File: src/hw/rtl/lef_fifo.sv
module lef_fifo #(
  parameter int WIDTH = 8,
  parameter int DEPTH = 2
) (
  input  logic             clk,
  input  logic             rst,
  input  logic             push,
  input  logic [WIDTH-1:0] wdata,
  output logic             full,
  input  logic             pop,
  output logic [WIDTH-1:0] rdata,
  output logic             empty
);

  localparam int PW = (DEPTH > 1) ? $clog2(DEPTH) : 1;
  localparam int CW = $clog2(DEPTH + 1);

  logic [WIDTH-1:0] slots [DEPTH];
  logic [PW-1:0]    wr_ptr;
  logic [PW-1:0]    rd_ptr;
  logic [CW-1:0]    count;

  assign full  = (count == CW'(DEPTH));
  assign empty = (count == '0);
  assign rdata = slots[rd_ptr];

  // Store pushed requests
  always_ff @(posedge clk) begin
    if (push) begin
      slots[wr_ptr] <= wdata;
    end
  end

  // Advance pointers and occupancy
  always_ff @(posedge clk) begin
    if (rst) begin
      wr_ptr <= '0;
      rd_ptr <= '0;
      count  <= '0;
    end else begin
      if (push) begin
        wr_ptr <= (wr_ptr == PW'(DEPTH - 1)) ? '0 : wr_ptr + 1'b1;
      end
      if (pop) begin
        rd_ptr <= (rd_ptr == PW'(DEPTH - 1)) ? '0 : rd_ptr + 1'b1;
      end
      if (push && !pop) begin
        count <= count + 1'b1;
      end else if (pop && !push) begin
        count <= count - 1'b1;
      end
    end
  end

  a_no_overflow: assert property (@(posedge clk) disable iff (rst) push |-> !full)
    else $error("push into a full queue");
  a_no_underflow: assert property (@(posedge clk) disable iff (rst) pop |-> !empty)
    else $error("pop from an empty queue");

endmodule

File: config.mk
export PLATFORM = sky130hd
export DESIGN_NAME = lef_fifo
export DESIGN_NICKNAME = d
export VERILOG_FILES = /design/src/hw/rtl/lef_fifo.sv
export SDC_FILE = /design/constraint.sdc
export NUM_CORES = 1
export LEC_CHECK = 0
export ABC_AREA = 1
export BUFFER_PORTS_ARGS = -buffer_cell sky130_fd_sc_hd__buf_2
export CAP_MARGIN = 20
export CORE_UTILIZATION = 40
export DETAILED_ROUTE_END_ITERATION = 12
export PLACE_DENSITY = 0.72
export SLEW_MARGIN = 10
export SYNTH_ARGS = -nofsm -noshare
export SYNTH_HDL_FRONTEND = slang
export SYNTH_SLANG_ARGS = --single-unit
File: constraint.sdc
create_clock -name clk -period 1.9 [get_ports clk]
set_input_delay 0.19 -clock clk [delete_from_list [all_inputs] [get_ports clk]]
set_output_delay 0.19 -clock clk [all_outputs]
set_load 0.01 [all_outputs]
==> results.py <==
metrics = {
    "run_status": {
        "status": "complete, no violations",
    },
    "clocking": {
        "holdBufCountCts": 0,
        "cts.clk_slew.worst_paths_ns": 0.11,
        "clk_latency_ns": 0.30,
        "cts_tree": "yes",
        "cts_buffer_depth": 2,
        "cts_sinks": 21,
        "cts_made_buffers": 3,
        "htreeDepth": 1,
        "root_buffer": "clkbuf_4",
        "post_cts.repair.setup_buffers": 0,
        "ctsResizeCount": 0,
    },
    "final_layout": {
        "layout-drive-gt1-share": 0.427,
        "final_cells": 107,
        "diodes": 0,
        "areaGrowthSynthToFinish_pct": 18.8,
        "layout.nets": 96,
    },
    "placement": {
        "gp_congestion": 0.633,
        "post-dp-hpwl_um": 827,
        "port_buffers": 21,
        "placed_cells": 103,
    },
    "power": {
        "p_per_area_mw_per_mm2": 889,
        "p_sw_frac": 0.231,
        "internal_power_mw": 0.659,
        "leakage_nw": 0.410,
        "clkPwrFrac": 0.237,
        "pwr-share-seq": 0.632,
        "irDropWorstVdd_v": 0.000526,
        "netSwitchingPower_mw": 0.198,
        "pwr-share-comb": 0.131,
    },
    "flow_run": {
        "maxCapViolCount": 0,
    },
    "yosys": {
        "ys_types": 16,
        "synth.yosys.seq_area_share": 0.716,
        "synth-edff-count": 16,
        "yosysMostFrequentCell": "edfxtp_1",
        "netlist_instances": 58,
        "synth_top_cell_by_area": "edfxtp_1",
        "synth_nets": 71,
        "synthArstFlopShare": 0,
        "yosys_most_used_dff": "edfxtp_1",
        "synthTopCellsByCount": "16 x edfxtp_1, 8 x inv_1, 8 x mux2_2",
        "ys_warn_count": 0,
        "yosys.area.top_type_share": 0.593,
        "synth_area_leaders": "edfxtp_1 59%, dfxtp_1 12%, mux2_2 11%",
        "syn-cell-area_um2": 811,
        "synth_seq_cells": 21,
        "syn-mean-instance-area_um2": 14.0,
    },
    "floorplan": {
        "core_area_mm2": 0.00182,
        "io_pins": 22,
        "die-height_um": 47.0,
        "start_util": 0.445,
        "die-area_mm2": 0.00221,
        "die_x_um": 47.0,
        "num_rows": 15,
    },
    "timing": {
        "min_period_ns": 1.55,
        "rsz0062_at_grt": "false",
        "setup_viol": 0,
        "setup_tns_ns": 0,
        "max_freq_ghz": 0.647,
        "slew_viol_final": 0,
        "finClkSkew_ns": 0.000720,
        "period_share": 0.814,
        "hold_viol": 0,
        "tightest_slew_ns": 0.662,
        "slew_headroom": 0.557,
    },
    "grt": {
        "antenna_found_initial": 0,
        "grt_overflow": 0,
        "grt_usage": 0.121,
        "grt_pass1_vias": 449,
        "grt_max_degree": 13,
        "grt_pass1_wl_mm": 1.70,
    },
    "detailed_routing": {
        "routedWlPerCell_um": 10.6,
        "drt_iter0_markers": 7,
        "vias": 483,
        "antenna_left": 0,
        "drc": 0,
        "routed_wl_mm": 1.14,
        "firstDrtPassIters": 4,
        "via_per_inst": 4.51,
    },
    "setup_path": {
        "r2r_start": "wr_ptr",
        "path_class": "reg2out",
        "cp.required_ns": 1.71,
        "end_kind": "output port",
        "crit_end": "rdata[0]",
        "r2r-end": "slots[0][5]",
        "arrival_ns": 1.36,
        "worst_r2r_path_depth": 1,
        "worstPathMaxFanout": 8,
        "startpoint_type": "register",
        "r2r_slack_ns": 0.68,
    },
    "worst_hold_path": {
        "min_path_type": "in2reg",
        "worstHoldPathCells": 1,
    },
}
-- cells in the final DEF, fill, tap and decap left out --
cell and count:
nand4_1 1, a21oi_1 1, nand2_2 1, edfxtp_1 16, nand3_1 1, xnor2_1 1, inv_2 1, nor2_1 7
nand2_1 4, inv_1 8, nor3_1 1, clkinv_2 1, ha_1 1, clkbuf_4 3, dfxtp_1 5, buf_2 21
o21ai_0 1, mux2_2 8
-- area by class of cell --
cell class / instances / area [um2]
multi-input cells: 27 / 185
clock buffers: 3 / 22.5
inverters: 9 / 33.8
clock inverters: 1 / 5.00
flip-flops and latches: 21 / 581
well taps: 25 / 31.3
fillers: 160 / 857
repair buffers: 21 / 105
-- sequential cells by signal, indices dropped and copies added (netlist names), named ones only --
signal and flops:
slots 16, count 2, rd_ptr 1, wr_ptr 1
-- worst max-delay path, cell delays in order, from the launching register on --
cell and delay, ns:
dfxtp_1 0.54, mux2_2 0.38, buf_2 0.14
-- power by group through the flow --
stage / registers, mW / clock network (mW) / logic (mW)
floorplan: 0.544 / 0 / 0.0795
global placement: 0.552 / 0 / 0.112
detailed placement: 0.552 / 0 / 0.114
CTS: 0.542 / 0.222 / 0.115
global route: 0.546 / 0.233 / 0.129
finish: 0.542 / 0.203 / 0.112
-- worst min-delay path by stage --
stage / startpoint / end
floorplan: rst / register
global placement: wdata[6] / slots[1][6]
detailed placement: wdata[6] / slots[1][6]
CTS: wdata[6] / slots[0][6]
global route: wdata[4] / slots[1][4]
finish: wdata[6] / slots[1][6]
-- routing by layer --
metal	track usage	vias up	part of all wire
li1	-	244	-
met1	0.111	220	0.41
met2	0.217	17	0.52
met3	0.0577	2	0.052
met4	0.0686	0	0.011
met5	0	-	0
-- per-stage QoR --
step / worst slack, ns / power [mW] / utilization / hold WS [ns] / area (um2)
finish: 0.354 / 0.857 / 0.529 / 0.0741 / 963
CTS: 0.308 / 0.879 / 0.529 / 0.0545 / 963
global route: 0.256 / 0.908 / 0.529 / 0.0504 / 963
detailed placement: 0.667 / 0.666 / 0.514 / 0.382 / 936
floorplan: 0.842 / 0.624 / - / 0.262 / 811
global placement: 0.680 / 0.663 / 0.514 / 0.385 / 936
-- cells by family after synthesis --
group / count (synthesis) / share of synthesized area
flip-flops: 21 / 0.716
AND/OR/NAND/NOR: 15 / 0.0787
buffers and inverters: 10 / 0.0556
multiplexers: 8 / 0.111
AO/OA/AOI/OAI: 2 / 0.0123
XOR/XNOR: 1 / 0.0108
adder cells (fa/ha/maj): 1 / 0.0154
No activity file was read; power rests on OpenSTA's default activity.
