### src/hw/rtl/lef_pkg.sv
package lef_pkg;

  // Configuration register indexes
  localparam int CFG_INDEX_W = 2;
  localparam logic [CFG_INDEX_W-1:0] REG_IMAGE_WIDTH  = 2'd0;
  localparam logic [CFG_INDEX_W-1:0] REG_IMAGE_HEIGHT = 2'd1;

  // Field and register widths
  localparam int CFG_DATA_W   = 13;
  localparam int WIDTH_REG_W  = 11;
  localparam int HEIGHT_W     = 13;
  localparam int HEIGHT_LIMIT = 4096;
  localparam int PIX_W        = 8;

  // Item kinds
  localparam logic KIND_FLUSH = 1'b1;

  typedef logic [PIX_W-1:0] pixel_t;

  // Classification of one request, decided at the front
  typedef struct packed {
    logic emit;      // a result is produced
    logic last;      // the result closes the frame
    logic top_ok;    // row above the center lies in the frame
    logic bot_ok;    // row below the center lies in the frame
    logic left_ok;   // column left of the center lies in the frame
    logic right_ok;  // column right of the center lies in the frame
  } lef_flags_t;

endpackage

### src/hw/rtl/lef_front.sv
module lef_front #(
  parameter int MAX_WIDTH = 1024
) (
  input  logic                                  clk,
  input  logic                                  rst,
  // pixel requests
  input  logic                                  accept,
  input  logic                                  kind,
  input  logic [lef_pkg::PIX_W-1:0]             red_value,
  // configuration
  input  logic                                  cfg_write,
  input  logic [lef_pkg::CFG_INDEX_W-1:0]       cfg_index,
  input  logic [lef_pkg::CFG_DATA_W-1:0]        cfg_data,
  output logic                                  restart,
  // classified request
  output logic [$clog2(MAX_WIDTH)-1:0]          addr,
  output lef_pkg::pixel_t                       value,
  output lef_pkg::lef_flags_t                   flags
);

  localparam int AW = $clog2(MAX_WIDTH);
  localparam int WW = $clog2(MAX_WIDTH + 1);
  localparam int CW = (WW > lef_pkg::WIDTH_REG_W) ? WW : lef_pkg::WIDTH_REG_W;
  localparam int HW = lef_pkg::HEIGHT_W;

  logic [AW-1:0] col;
  logic [HW-1:0] row;
  logic [WW-1:0] width;
  logic [HW-1:0] height;

  logic          c_zero;
  logic [HW:0]   center_row;
  logic          col_wrap;
  logic [CW-1:0] wval;
  logic [HW-1:0] hval;
  logic [WW-1:0] width_next;
  logic [HW-1:0] height_next;

  // Classify the incoming pixel against the frame geometry
  always_comb begin
    c_zero     = (col == '0);
    center_row = {1'b0, row} - (c_zero ? (HW+1)'(2) : (HW+1)'(1));
    col_wrap   = (WW'(col) + WW'(1)) >= width;

    flags.emit     = !center_row[HW] && (center_row[HW-1:0] < height);
    flags.top_ok   = !center_row[HW] && (center_row != '0);
    flags.bot_ok   = ({1'b0, center_row[HW-1:0]} + (HW+1)'(1)) < {1'b0, height};
    flags.left_ok  = c_zero ? (width >= WW'(2)) : (col >= AW'(2));
    flags.right_ok = !c_zero;
    flags.last     = c_zero && (center_row[HW-1:0] == height - HW'(1));

    value = (kind == lef_pkg::KIND_FLUSH) ? '0 : red_value;
    addr  = col;
  end

  // Clamp written geometry into the supported range
  always_comb begin
    wval = CW'(cfg_data[lef_pkg::WIDTH_REG_W-1:0]);
    if (wval == '0) begin
      width_next = WW'(1);
    end else if (wval > CW'(MAX_WIDTH)) begin
      width_next = WW'(MAX_WIDTH);
    end else begin
      width_next = wval[WW-1:0];
    end

    hval = cfg_data[HW-1:0];
    if (hval == '0) begin
      height_next = HW'(1);
    end else if (hval > HW'(lef_pkg::HEIGHT_LIMIT)) begin
      height_next = HW'(lef_pkg::HEIGHT_LIMIT);
    end else begin
      height_next = hval;
    end
  end

  // Decode register writes
  always_comb begin
    unique case (cfg_index)
      lef_pkg::REG_IMAGE_WIDTH:  restart = cfg_write;
      lef_pkg::REG_IMAGE_HEIGHT: restart = cfg_write;
      default:                   restart = 1'b0;
    endcase
  end

  // Geometry registers
  always_ff @(posedge clk) begin
    if (rst) begin
      width  <= WW'(640);
      height <= HW'(480);
    end else if (cfg_write) begin
      if (cfg_index == lef_pkg::REG_IMAGE_WIDTH) begin
        width <= width_next;
      end
      if (cfg_index == lef_pkg::REG_IMAGE_HEIGHT) begin
        height <= height_next;
      end
    end
  end

  // Raster position of the next pixel
  always_ff @(posedge clk) begin
    if (rst || restart) begin
      col <= '0;
      row <= '0;
    end else if (accept) begin
      if (flags.emit && flags.last) begin
        col <= '0;
        row <= '0;
      end else if (col_wrap) begin
        col <= '0;
        row <= row + 1'b1;
      end else begin
        col <= col + 1'b1;
      end
    end
  end

  a_frame_restart: assert property (@(posedge clk) disable iff (rst)
    accept && flags.emit && flags.last |=> (col == '0) && (row == '0))
    else $error("position not restarted after frame end");

endmodule

### config.mk
export PLATFORM = sky130hd
export DESIGN_NAME = lef_front
export DESIGN_NICKNAME = d
export VERILOG_FILES = /design/src/hw/rtl/lef_pkg.sv /design/src/hw/rtl/lef_front.sv
export SDC_FILE = /design/constraint.sdc
export NUM_CORES = 1
export LEC_CHECK = 0
export ABC_AREA = 0
export BUFFER_PORTS_ARGS = -buffer_cell sky130_fd_sc_hd__buf_2
export CORE_MARGIN = 3
export CORE_UTILIZATION = 58
export DETAILED_ROUTE_END_ITERATION = 8
export PLACE_DENSITY = 0.87
export SLEW_MARGIN = 40
export SYNTH_ARGS = -nofsm -noshare
export SYNTH_HDL_FRONTEND = slang
export SYNTH_SLANG_ARGS = --single-unit
### constraint.sdc
create_clock -name clk -period 7.38 [get_ports clk]
set_input_delay 1.476 -clock clk [delete_from_list [all_inputs] [get_ports clk]]
set_output_delay 1.476 -clock clk [all_outputs]
set_load 0.02 [all_outputs]
==> results of run 1 <==
-- worst max path at each step --
stage / endpoint / slack [ps]
floorplan: flags[2] / 240
global placement: flags[2] / 860
detailed placement: flags[2] / 670
CTS: flags[2] / 270
global route: flags[2] / -9
finish: flags[2] / 320
-- metal layers --
| layer | track usage [%] | part of all wire (%) | up-vias |
|---|---|---|---|
| met5 | 0 | 0 | - |
| met4 | 6.61 | 0.73 | 0 |
| met3 | 3.82 | 5.2 | 9 |
| met2 | 46.0 | 50 | 119 |
| met1 | 34.2 | 44 | 2079 |
| li1 | - | - | 2132 |
-- report_power, final --
| part | switching, uW | internal (uW) |
|---|---|---|
| logic | 124 | 86.2 |
| clock network | 101 | 71.6 |
| registers | 7.09 | 258 |
-- flip-flops by register name (all words and copies together) (netlist names) --
name    cells
addr       10
row        13
width      11
height     13
-- kinds of logic after synthesis --
kind of cell | Yosys count
flip-flops | 47
AND/OR/NAND/NOR | 234
AO/OA/AOI/OAI | 127
multiplexers | 1
XOR/XNOR | 38
buffers and inverters | 76
adder cells (fa/ha/maj) | 50
-- metrics by stage --
step	worst slack [ps]	util (%)	instances	TNS, ps
detailed placement	674	64.4	690	0
global placement	860	64.4	690	0
global route	-9.29	66.0	698	-9.29
CTS	268	65.7	698	0
floorplan	235	-	573	0
finish	317	66.0	698	0
-- critical path, delay by kind of cell (launching register included) --
family / cells / cell delay (ps)
DFF: 1 / 400
AOI/OAI and AO/OA: 3 / 610
adders and majority gates: 2 / 770
buffers and inverters: 1 / 240
and+or+nand+nor: 9 / 3090
xor gates and xnor gates: 1 / 180
-- area by class of cell --
type / instances / area, um2
flip-flops and latches: 47 / 941
fillers: 611 / 2530
inverters: 39 / 146
clock buffers: 5 / 68.8
repair buffers: 55 / 283
multi-input cells: 450 / 3320
clock inverters: 3 / 28.8
well taps: 99 / 124
-- layout by cell type, fill, tap and decap left out, types with 3 or more instances in the layout --
cell | synthesis | routed
buf_2 | 3 | 52
dfxtp_1 | 47 | 47
ha_1 | 46 | 46
nor2_1 | 44 | 44
inv_1 | 39 | 39
a21oi_1 | 33 | 33
nand2_1 | 28 | 28
xnor2_1 | 26 | 25
nand3_1 | 22 | 21
nand2b_1 | 21 | 21
o21ai_0 | 20 | 20
and3_1 | 15 | 15
nor2b_1 | 14 | 14
nor3_1 | 14 | 14
nand4_1 | 14 | 14
a22oi_1 | 14 | 14
nor3b_1 | 11 | 11
nor4_1 | 11 | 10
o31ai_1 | 9 | 9
xor2_1 | 7 | 7
a31oi_1 | 7 | 7
or2_2 | 5 | 5
or4_1 | 5 | 5
a211oi_1 | 5 | 5
o21a_1 | 5 | 5
o211ai_1 | 5 | 5
nand3b_1 | 5 | 5
a221o_1 | 5 | 5
clkbuf_8 | 0 | 5
and2_1 | 4 | 4
o2111ai_1 | 4 | 4
a21o_1 | 4 | 4
a211o_1 | 4 | 4
nand4bb_1 | 4 | 4
maj3_1 | 3 | 3
nor4b_1 | 3 | 3
buf_4 | 0 | 3
==> flow_metrics.tcl, run 1 <==
set metrics [dict create \
    run_status "finished clean" \
    layout-area-overhead-vs-synth_pct 7.50 \
    synth_area_um2 4570 \
    peakVddDrop_mv 0.121 \
    worst_setup_path_end_kind "output pin" \
    ant_nets_after_route 0 \
    critPathLaunch "addr[2]$_SDFFE_PP0P_" \
    track_usage_pct 26.4 \
    max_clock_freq_mhz 142 \
    muxShareOfSynthArea_pct 0.219 \
    post-cts-setup-buffers 0 \
    synth_edf_count 0 \
    min_period_ps 7060 \
    cp.required_ps 5900 \
    timing.critical_path.arrival_ps 5590 \
    ys_top_cells_by_count "47 x dfxtp_1, 46 x ha_1, 44 x nor2_1" \
    timing.final.setup_violations 0 \
    i_o_buffers 52 \
    detail_route.drc_violations 0 \
    worstRegToRegCells 15 \
    start_kind "register" \
    cts.reportedPaths.clkPinSlew_ps 100 \
    yosysWarningCount 0 \
    fp.dieH_um 94.8 \
    path_max_fanout 8 \
    clk-insertion-delay-late_ps 310 \
    critical_path.cell_chain "nor4_1 -> nand3_2 -> fa_1 -> or4_1 -> or3_4 -> and2_0 -> or4_1 -> nor3b_2 -> nand3_1 -> nor2b_1 -> xor2_1 -> ha_1 -> o211ai_1 -> a21oi_1 -> a2111oi_0 -> buf_2" \
    synth_xor_area_share_pct 8.87 \
    postSynthRegisterBits 47 \
    post_dp_hpwl_um 8930 \
    first_global_vias 4195 \
    hold-worst-slack_ps 531 \
    die_area_um2 8980 \
    p_leak_uw 0.00201 \
    synthFlopType "dfxtp_1" \
    h-tree-depth 2 \
    antenna_cells_inserted 0 \
    first_pass_grt_wire_length_um 19400 \
    setup_slack_reg_to_reg_ps 1740 \
    fin_worst_skew_ps 8.66 \
    die_width_um 94.8 \
    power.density_nw_per_um2 132 \
    placement_rows 31 \
    whs_endpoint "width[7]$_SDFFE_PP1P_" \
    netlist_instances 573 \
    grt_start_max_net_pins 36 \
    clockBufferDepth 2 \
    final_area_um2 4910 \
    tritoncts "yes" \
    num-nets-final 673 \
    grt_antenna_before_repair 0 \
    initial_utilization_pct 61.4 \
    drt_first_iter_violations 253 \
    holdBufCountCts 0 \
    finalMaxSlewViolations 0 \
    maxCapViolations 0 \
    transition_at_the_pin_with_the_smallest_max_transition_slack_ps 693 \
    wl_per_cell_um 16.6 \
    ys_async_sr_fraction_pct 0 \
    gpl.final_weighted_congestion 0.907 \
    cp_slowest_stage_delay_ps 620 \
    firstDrtPassIters 5 \
    report.power.total_uw 648 \
    finalHoldViolations 0 \
    worstHoldPathType "register to register" \
    timing.rr.end "row[9]$_SDFFE_PP0P_" \
    drive_gt1_share_pct 14.9 \
    synth_largest_type_area_fraction_pct 20.6 \
    synth-compound-area-share_pct 19.6 \
    clock_tree.root_cell "clkbuf_8" \
    design.core.area_um2 7450 \
    synth_top_family_by_area "simple AND/OR/NAND/NOR gates" \
    synth_sequential_area_ratio_pct 20.6 \
    count_of_pins_on_the_block_boundary 53 \
    netlist_top_cells_area "dfxtp_1 21%, ha_1 13%, xnor2_1 5.0%" \
    hold_depth 1 \
    post_synth_and_or_nand_nor_area_fraction_pct 29.9 \
    post_drt_via_cell_ratio 6.22 \
    crit_top_cell "or4_1" \
    post_synth_fa_ha_maj_area_fraction_pct 13.7 \
    yosys.cell_count.top_type "dfxtp_1" \
    grt-ovfl-total 0 \
    vias 4339 \
    cts_inserted_buffers 5 \
    post_cts_resize_count 0 \
    yosysUniqueCellTypes 64 \
    synth_area_per_cell_um2 7.97 \
    synth_area_leader_cell "dfxtp_1" \
    hold_path.startpoint "width[7]$_SDFFE_PP1P_" \
    placed_cell_area_um2 4800 \
    timing_worst_setup_path_type "register to output pin" \
    cts.sinks 47 \
    fin_crit_sh_pct 95.7 \
    rr_startpoint "addr[2]$_SDFFE_PP0P_" \
    crit_slowest_cell "or4_1" \
    post_route_wl_um 11600 \
    syn_nets 648 \
    relSlewSlack_pct 53.5 \
]
No activity file was read; power rests on OpenSTA's default activity.
==> inputs of run 2 (changes only) <==
--- a/config.mk
+++ b/config.mk
@@ -7,7 +7,7 @@
 export LEC_CHECK = 0
 export ABC_AREA = 0
 export BUFFER_PORTS_ARGS = -buffer_cell sky130_fd_sc_hd__buf_2
-export CORE_MARGIN = 3
+export CORE_MARGIN = 4
 export CORE_UTILIZATION = 58
 export DETAILED_ROUTE_END_ITERATION = 8
 export PLACE_DENSITY = 0.87
==> flow_metrics.tcl, run 2 (synthesized netlist as in run 1, its figures left out) <==
set metrics [dict create \
    run_status "finished clean" \
    final_util_pct 64.0 \
    setup_tns_ps 0 \
    initial_utilization_pct 59.4 \
    drt_first_iter_violations 258 \
    transition_at_the_pin_with_the_smallest_max_transition_slack_ps 852 \
    rr_startpoint "addr[0]$_SDFFE_PP0P_" \
    grt-ovfl-total 0 \
    clock_tree.root_cell "clkbuf_8" \
    placement.setup.worst_slack_ps 677 \
    post_dp_hpwl_um 8970 \
    cts.sinks 47 \
    report.power.total_uw 671 \
    drive_gt1_share_pct 14.5 \
    firstDrtPassIters 5 \
    clk-insertion-delay-late_ps 300 \
    first_pass_grt_wire_length_um 20100 \
    layout_top_registers "height x13, row x13, width x11" \
    start_kind "register" \
    num-nets-final 673 \
    timing_worst_setup_path_type "register to output pin" \
    i_o_buffers 52 \
    holdBufCountCts 0 \
    cts.reportedPaths.clkPinSlew_ps 90 \
    layout_commonest_cell "buf_2" \
    crit_slowest_cell "or4_4" \
    die_width_um 96.8 \
    grt_antenna_before_repair 0 \
    fp.dieH_um 96.8 \
    critPathLaunch "addr[0]$_SDFFE_PP0P_" \
    setup_slack_reg_to_reg_ps 1970 \
    finalHoldViolations 0 \
    cts_inserted_buffers 5 \
    max_clock_freq_mhz 144 \
    clockBufferDepth 2 \
    first_global_vias 4315 \
    multiInputGateArea_um2 3310 \
    die_area_um2 9360 \
    maxCapViolations 0 \
    fin_worst_skew_ps 9.03 \
    timing.critical_path.arrival_ps 5490 \
    worstHoldPathType "register to register" \
    finalMaxSlewViolations 0 \
    timing.critical_path.to "flags[2]" \
    fin_crit_sh_pct 94.4 \
    h-tree-depth 2 \
    timing.rr.end "row[7]$_SDFFE_PP0P_" \
    crit_top_cell "ha_1" \
    post_route_wl_um 11600 \
    ff_latch_area_um2 941 \
    vias 4381 \
    post_drt_via_cell_ratio 6.25 \
    wl_per_cell_um 16.5 \
    timing.final.setup_violations 0 \
    layout-area-overhead-vs-synth_pct 7.69 \
    cp_slowest_stage_delay_ps 520 \
    relSlewSlack_pct 42.8 \
    critical_path.cell_chain "inv_1 -> ha_1 -> nand3_1 -> ha_1 -> inv_1 -> fa_1 -> or4_4 -> or3_4 -> and2_0 -> or4_1 -> nor3b_2 -> nand3_1 -> nor2b_1 -> xor2_1 -> ha_1 -> o211ai_1 -> a21oi_1 -> a2111oi_0 -> buf_2" \
    hold-worst-slack_ps 511 \
    ant_nets_after_route 0 \
    peakVddDrop_mv 0.128 \
    worstPathBufferInverterCount 3 \
    worstRegToRegCells 18 \
    track_usage_pct 24.7 \
    placement_rows 32 \
    min_period_ps 6970 \
    cp_top_family "simple AND/OR/NAND/NOR gates" \
    path_max_fanout 8 \
    layout.filler_cells 672 \
    grt_start_max_net_pins 36 \
    cp.required_ps 5900 \
    power.density_nw_per_um2 136 \
    antenna_cells_inserted 0 \
    cp_num_cells 19 \
    worst_setup_path_end_kind "output pin" \
    count_of_pins_on_the_block_boundary 53 \
    detail_route.drc_violations 0 \
    tritoncts "yes" \
    p_leak_uw 0.00201 \
    final_critical_path_setup_slack_ps 413 \
    gpl.final_weighted_congestion 0.908 \
    grt_setup_unrepaired "no" \
    design.core.area_um2 7690 \
    final_cell_mix "52 x buf_2, 47 x dfxtp_1, 46 x ha_1" \
]
[run 2: cell count changes in the layout (fill, tap and decap cells not counted), sizes merged]
cell,delta
inv,-3
bufinv,+1
clkbuf,+1
clkinv,+1
[run 2: how the worst min path moves through the flow]
stage	from	to	slack (ps)	depth (start not counted)
3_5_place_dp	width[9]$_SDFFE_PP1P_	width[9]$_SDFFE_PP1P_	490	1
6_report	width[9]$_SDFFE_PP1P_	width[9]$_SDFFE_PP1P_	510	1
2_1_floorplan	width[9]$_SDFFE_PP1P_	width[9]$_SDFFE_PP1P_	460	1
4_1_cts	width[9]$_SDFFE_PP1P_	width[9]$_SDFFE_PP1P_	510	1
5_1_grt	width[9]$_SDFFE_PP1P_	width[9]$_SDFFE_PP1P_	540	1
3_3_place_gp	width[9]$_SDFFE_PP1P_	width[9]$_SDFFE_PP1P_	480	1
[run 2: repair_timing]
item                                    4_1_cts  5_1_grt
gates resized for setup                       0        1
endpoints found under the setup margin        0        1
setup buffers                                 0        0
endpoints found under the hold margin         0        0
[run 2: per-layer routing]
| layer | GRT usage, % | vias up | share of wire [%] |
|---|---|---|---|
| li1 | - | 2128 | - |
| met1 | 32.3 | 2075 | 42 |
| met2 | 44.1 | 166 | 51 |
| met3 | 2.88 | 12 | 6.4 |
| met4 | 4.21 | 0 | 0.66 |
| met5 | 0 | - | 0 |
[run 2: per-stage QoR]
stage                     area (um2)  instances
after global routing            4920        701
final                           4920        701
after CTS                       4920        701
after detailed placement        4800        693
after floorplan                 4570        573
after global placement          4800        693
[run 2: worst register-to-register path, cell delays in order (launching register included)]
cell and delay, ps:
dfxtp_1 440, inv_1 120, ha_1 240, nand3_1 210
ha_1 240, inv_1 60, fa_1 420, or4_4 520
or3_4 380, and2_0 270, inv_1 110, ha_1 240
a21o_1 190, a211oi_1 250, o21ai_0 220, a2111oi_0 400
o2111ai_1 470, nand4_1 370, o21ai_0 130
[run 2: area by class of cell]
type / count / area share (%)
multi-input combinational: 450 / 67.2
clock inverter: 2 / 0.712
clock buffer: 6 / 1.68
tap: 102 / 2.59
sequential: 47 / 19.1
timing repair buffer: 55 / 5.75
inverter: 39 / 2.97
[run 2: report_power, final]
part | internal (uW) | total, uW | switching (uW)
registers | 258 | 265 | 7.16
logic | 85.9 | 207 | 121
clock network | 110 | 198 | 88.7
==> inputs of run 3 (changes only) <==
--- a/config.mk
+++ b/config.mk
@@ -6,7 +6,7 @@
 export NUM_CORES = 1
 export LEC_CHECK = 0
 export ABC_AREA = 0
-export BUFFER_PORTS_ARGS = -buffer_cell sky130_fd_sc_hd__buf_2
+export BUFFER_PORTS_ARGS = -buffer_cell sky130_fd_sc_hd__buf_4
 export CORE_MARGIN = 4
 export CORE_UTILIZATION = 58
 export DETAILED_ROUTE_END_ITERATION = 8
==> flow_metrics.tcl, run 3 (synthesized netlist as in run 1, its figures left out) <==
set metrics [dict create \
    post_cts_resize_count 0 \
    report.power.total_uw 682 \
    crit_slowest_cell "or4_4" \
    design.core.area_um2 7690 \
    fp.dieH_um 96.8 \
    first_pass_grt_wire_length_um 19400 \
    timing.rr.end "row[2]$_SDFFE_PP0P_" \
    hold-worst-slack_ps 514 \
    ant_nets_after_route 0 \
    cts.reportedPaths.clkPinSlew_ps 90 \
    p_sw_uw 221 \
    track_usage_pct 24.1 \
    hold_path.startpoint "width[9]$_SDFFE_PP1P_" \
    cp.required_ps 5900 \
    setup_slack_reg_to_reg_ps 1990 \
    start_kind "register" \
    first_global_vias 4124 \
    timing_worst_setup_path_type "register to output pin" \
    layout_commonest_cell "buf_4" \
    relSlewSlack_pct 45.3 \
    power_frac_clock_pct 29.4 \
    hold_depth 1 \
    worstHoldPathType "register to register" \
    num-nets-final 673 \
    transition_at_the_pin_with_the_smallest_max_transition_slack_ps 820 \
    vias 4358 \
    grt_setup_unrepaired "no" \
    maxCapViolations 0 \
    power.density_nw_per_um2 135 \
    rr_startpoint "addr[0]$_SDFFE_PP0P_" \
    gpl.final_weighted_congestion 0.900 \
    min_period_ps 6970 \
    finalHoldViolations 0 \
    drt_first_iter_violations 178 \
    path_max_fanout 8 \
    switching_share_pct 32.3 \
    layout_top_registers "height x13, row x13, width x11" \
    whs_endpoint "width[9]$_SDFFE_PP1P_" \
    p_leak_uw 0.00204 \
    fin_worst_skew_ps 4.84 \
    timing.final.setup_violations 0 \
    tritoncts "yes" \
    antenna_cells_inserted 0 \
    cts.sinks 47 \
    placement_rows 32 \
    i_o_buffers 52 \
    crit_top_cell "ha_1" \
    sequentialPowerShare_pct 38.8 \
    die_area_um2 9360 \
    layout-area-overhead-vs-synth_pct 10.9 \
    firstDrtPassIters 6 \
    die_width_um 96.8 \
    clk-insertion-delay-late_ps 300 \
    run_status "finished clean" \
    max_clock_freq_mhz 144 \
    detail_route.drc_violations 0 \
    initial_utilization_pct 59.4 \
    fin_crit_sh_pct 94.4 \
    count_of_pins_on_the_block_boundary 53 \
    cp_slowest_stage_delay_ps 520 \
    setup_tns_ps 0 \
    grt-ovfl-total 0 \
    worst_setup_path_end_kind "output pin" \
    clockBufferDepth 2 \
    critical_path.cell_chain "inv_1 -> ha_1 -> nand3_1 -> ha_1 -> inv_1 -> fa_1 -> or4_4 -> or3_4 -> and2_0 -> or4_1 -> nor3b_1 -> xnor2_1 -> ha_1 -> a21o_1 -> a211oi_1 -> a21oi_1 -> a2111oi_1 -> buf_4" \
    grt_start_max_net_pins 36 \
    comb_power_share_pct 31.7 \
    peakVddDrop_mv 0.115 \
    worstRegToRegCells 18 \
    final_cell_mix "55 x buf_4, 47 x dfxtp_1, 46 x ha_1" \
    timing.critical_path.arrival_ps 5490 \
    post_drt_via_cell_ratio 6.22 \
    finalMaxSlewViolations 0 \
    post_route_wl_um 11600 \
    intPower_uw 462 \
    holdBufCountCts 0 \
    drive_gt1_share_pct 14.9 \
    clock_tree.root_cell "clkbuf_8" \
    post_dp_hpwl_um 9110 \
    post-cts-setup-buffers 0 \
    wl_per_cell_um 16.6 \
    grt_antenna_before_repair 0 \
    h-tree-depth 2 \
    cts_inserted_buffers 5 \
]
[run 3: cell counts in the layout (fill, tap and decap cells not counted)]
Identical to the previous run, type by type.
[run 3: metrics by stage]
stage | instances | util, % | setup WS, ps | instance area [um2]
after floorplan | 573 | - | 235 | 4570
after global placement | 693 | 64.1 | 843 | 4930
after detailed placement | 693 | 64.1 | 652 | 4930
after CTS | 701 | 65.7 | 283 | 5050
after global routing | 701 | 65.9 | 76.2 | 5070
final | 701 | 65.9 | 413 | 5070
[run 3: worst max path at each step]
stage,cells past startpoint,from,endpoint
3_5_place_dp,18,addr[0]$_SDFFE_PP0P_,flags[2]
6_report,18,addr[0]$_SDFFE_PP0P_,flags[2]
4_1_cts,18,addr[0]$_SDFFE_PP0P_,flags[2]
5_1_grt,18,addr[0]$_SDFFE_PP0P_,flags[2]
2_1_floorplan,19,addr[0]$_SDFFE_PP0P_,flags[2]
3_3_place_gp,15,addr[6]$_SDFFE_PP0P_,flags[2]
[run 3: routing by layer]
layer	part of all wire, %	vias to the layer above	routed length (um)	GRT usage (%)
met2	50	146	5780	43.0
met3	6.0	14	691	2.81
met1	43	2076	5000	31.4
met5	0	-	0	0
met4	1.3	0	146	4.86
li1	-	2122	-	-
[run 3: critical path: cells and delay by family, from the launching register on]
family | cells | cell delay (ps)
AND/OR/NAND/NOR | 6 | 2210
adder cells (fa/ha/maj) | 4 | 1150
AO/OA/AOI/OAI | 4 | 850
flip-flops | 1 | 430
buffers and inverters | 3 | 370
XOR/XNOR | 1 | 160
[run 3: power by group through the flow]
stage          logic, uW  registers (uW)  clock network [uW]
2_1_floorplan        154             269                   0
3_3_place_gp         205             271                   0
3_5_place_dp         213             271                   0
4_1_cts              215             265                 202
5_1_grt              241             266                 213
6_report             217             265                 201
[run 3: area by class of cell]
type	instances	area (um2)
clock inverter	2	35.0
timing repair buffer	55	413
inverter	39	146
tap	102	128
clock buffer	6	82.6
multi-input combinational	450	3320
fill	677	2620
sequential	47	941
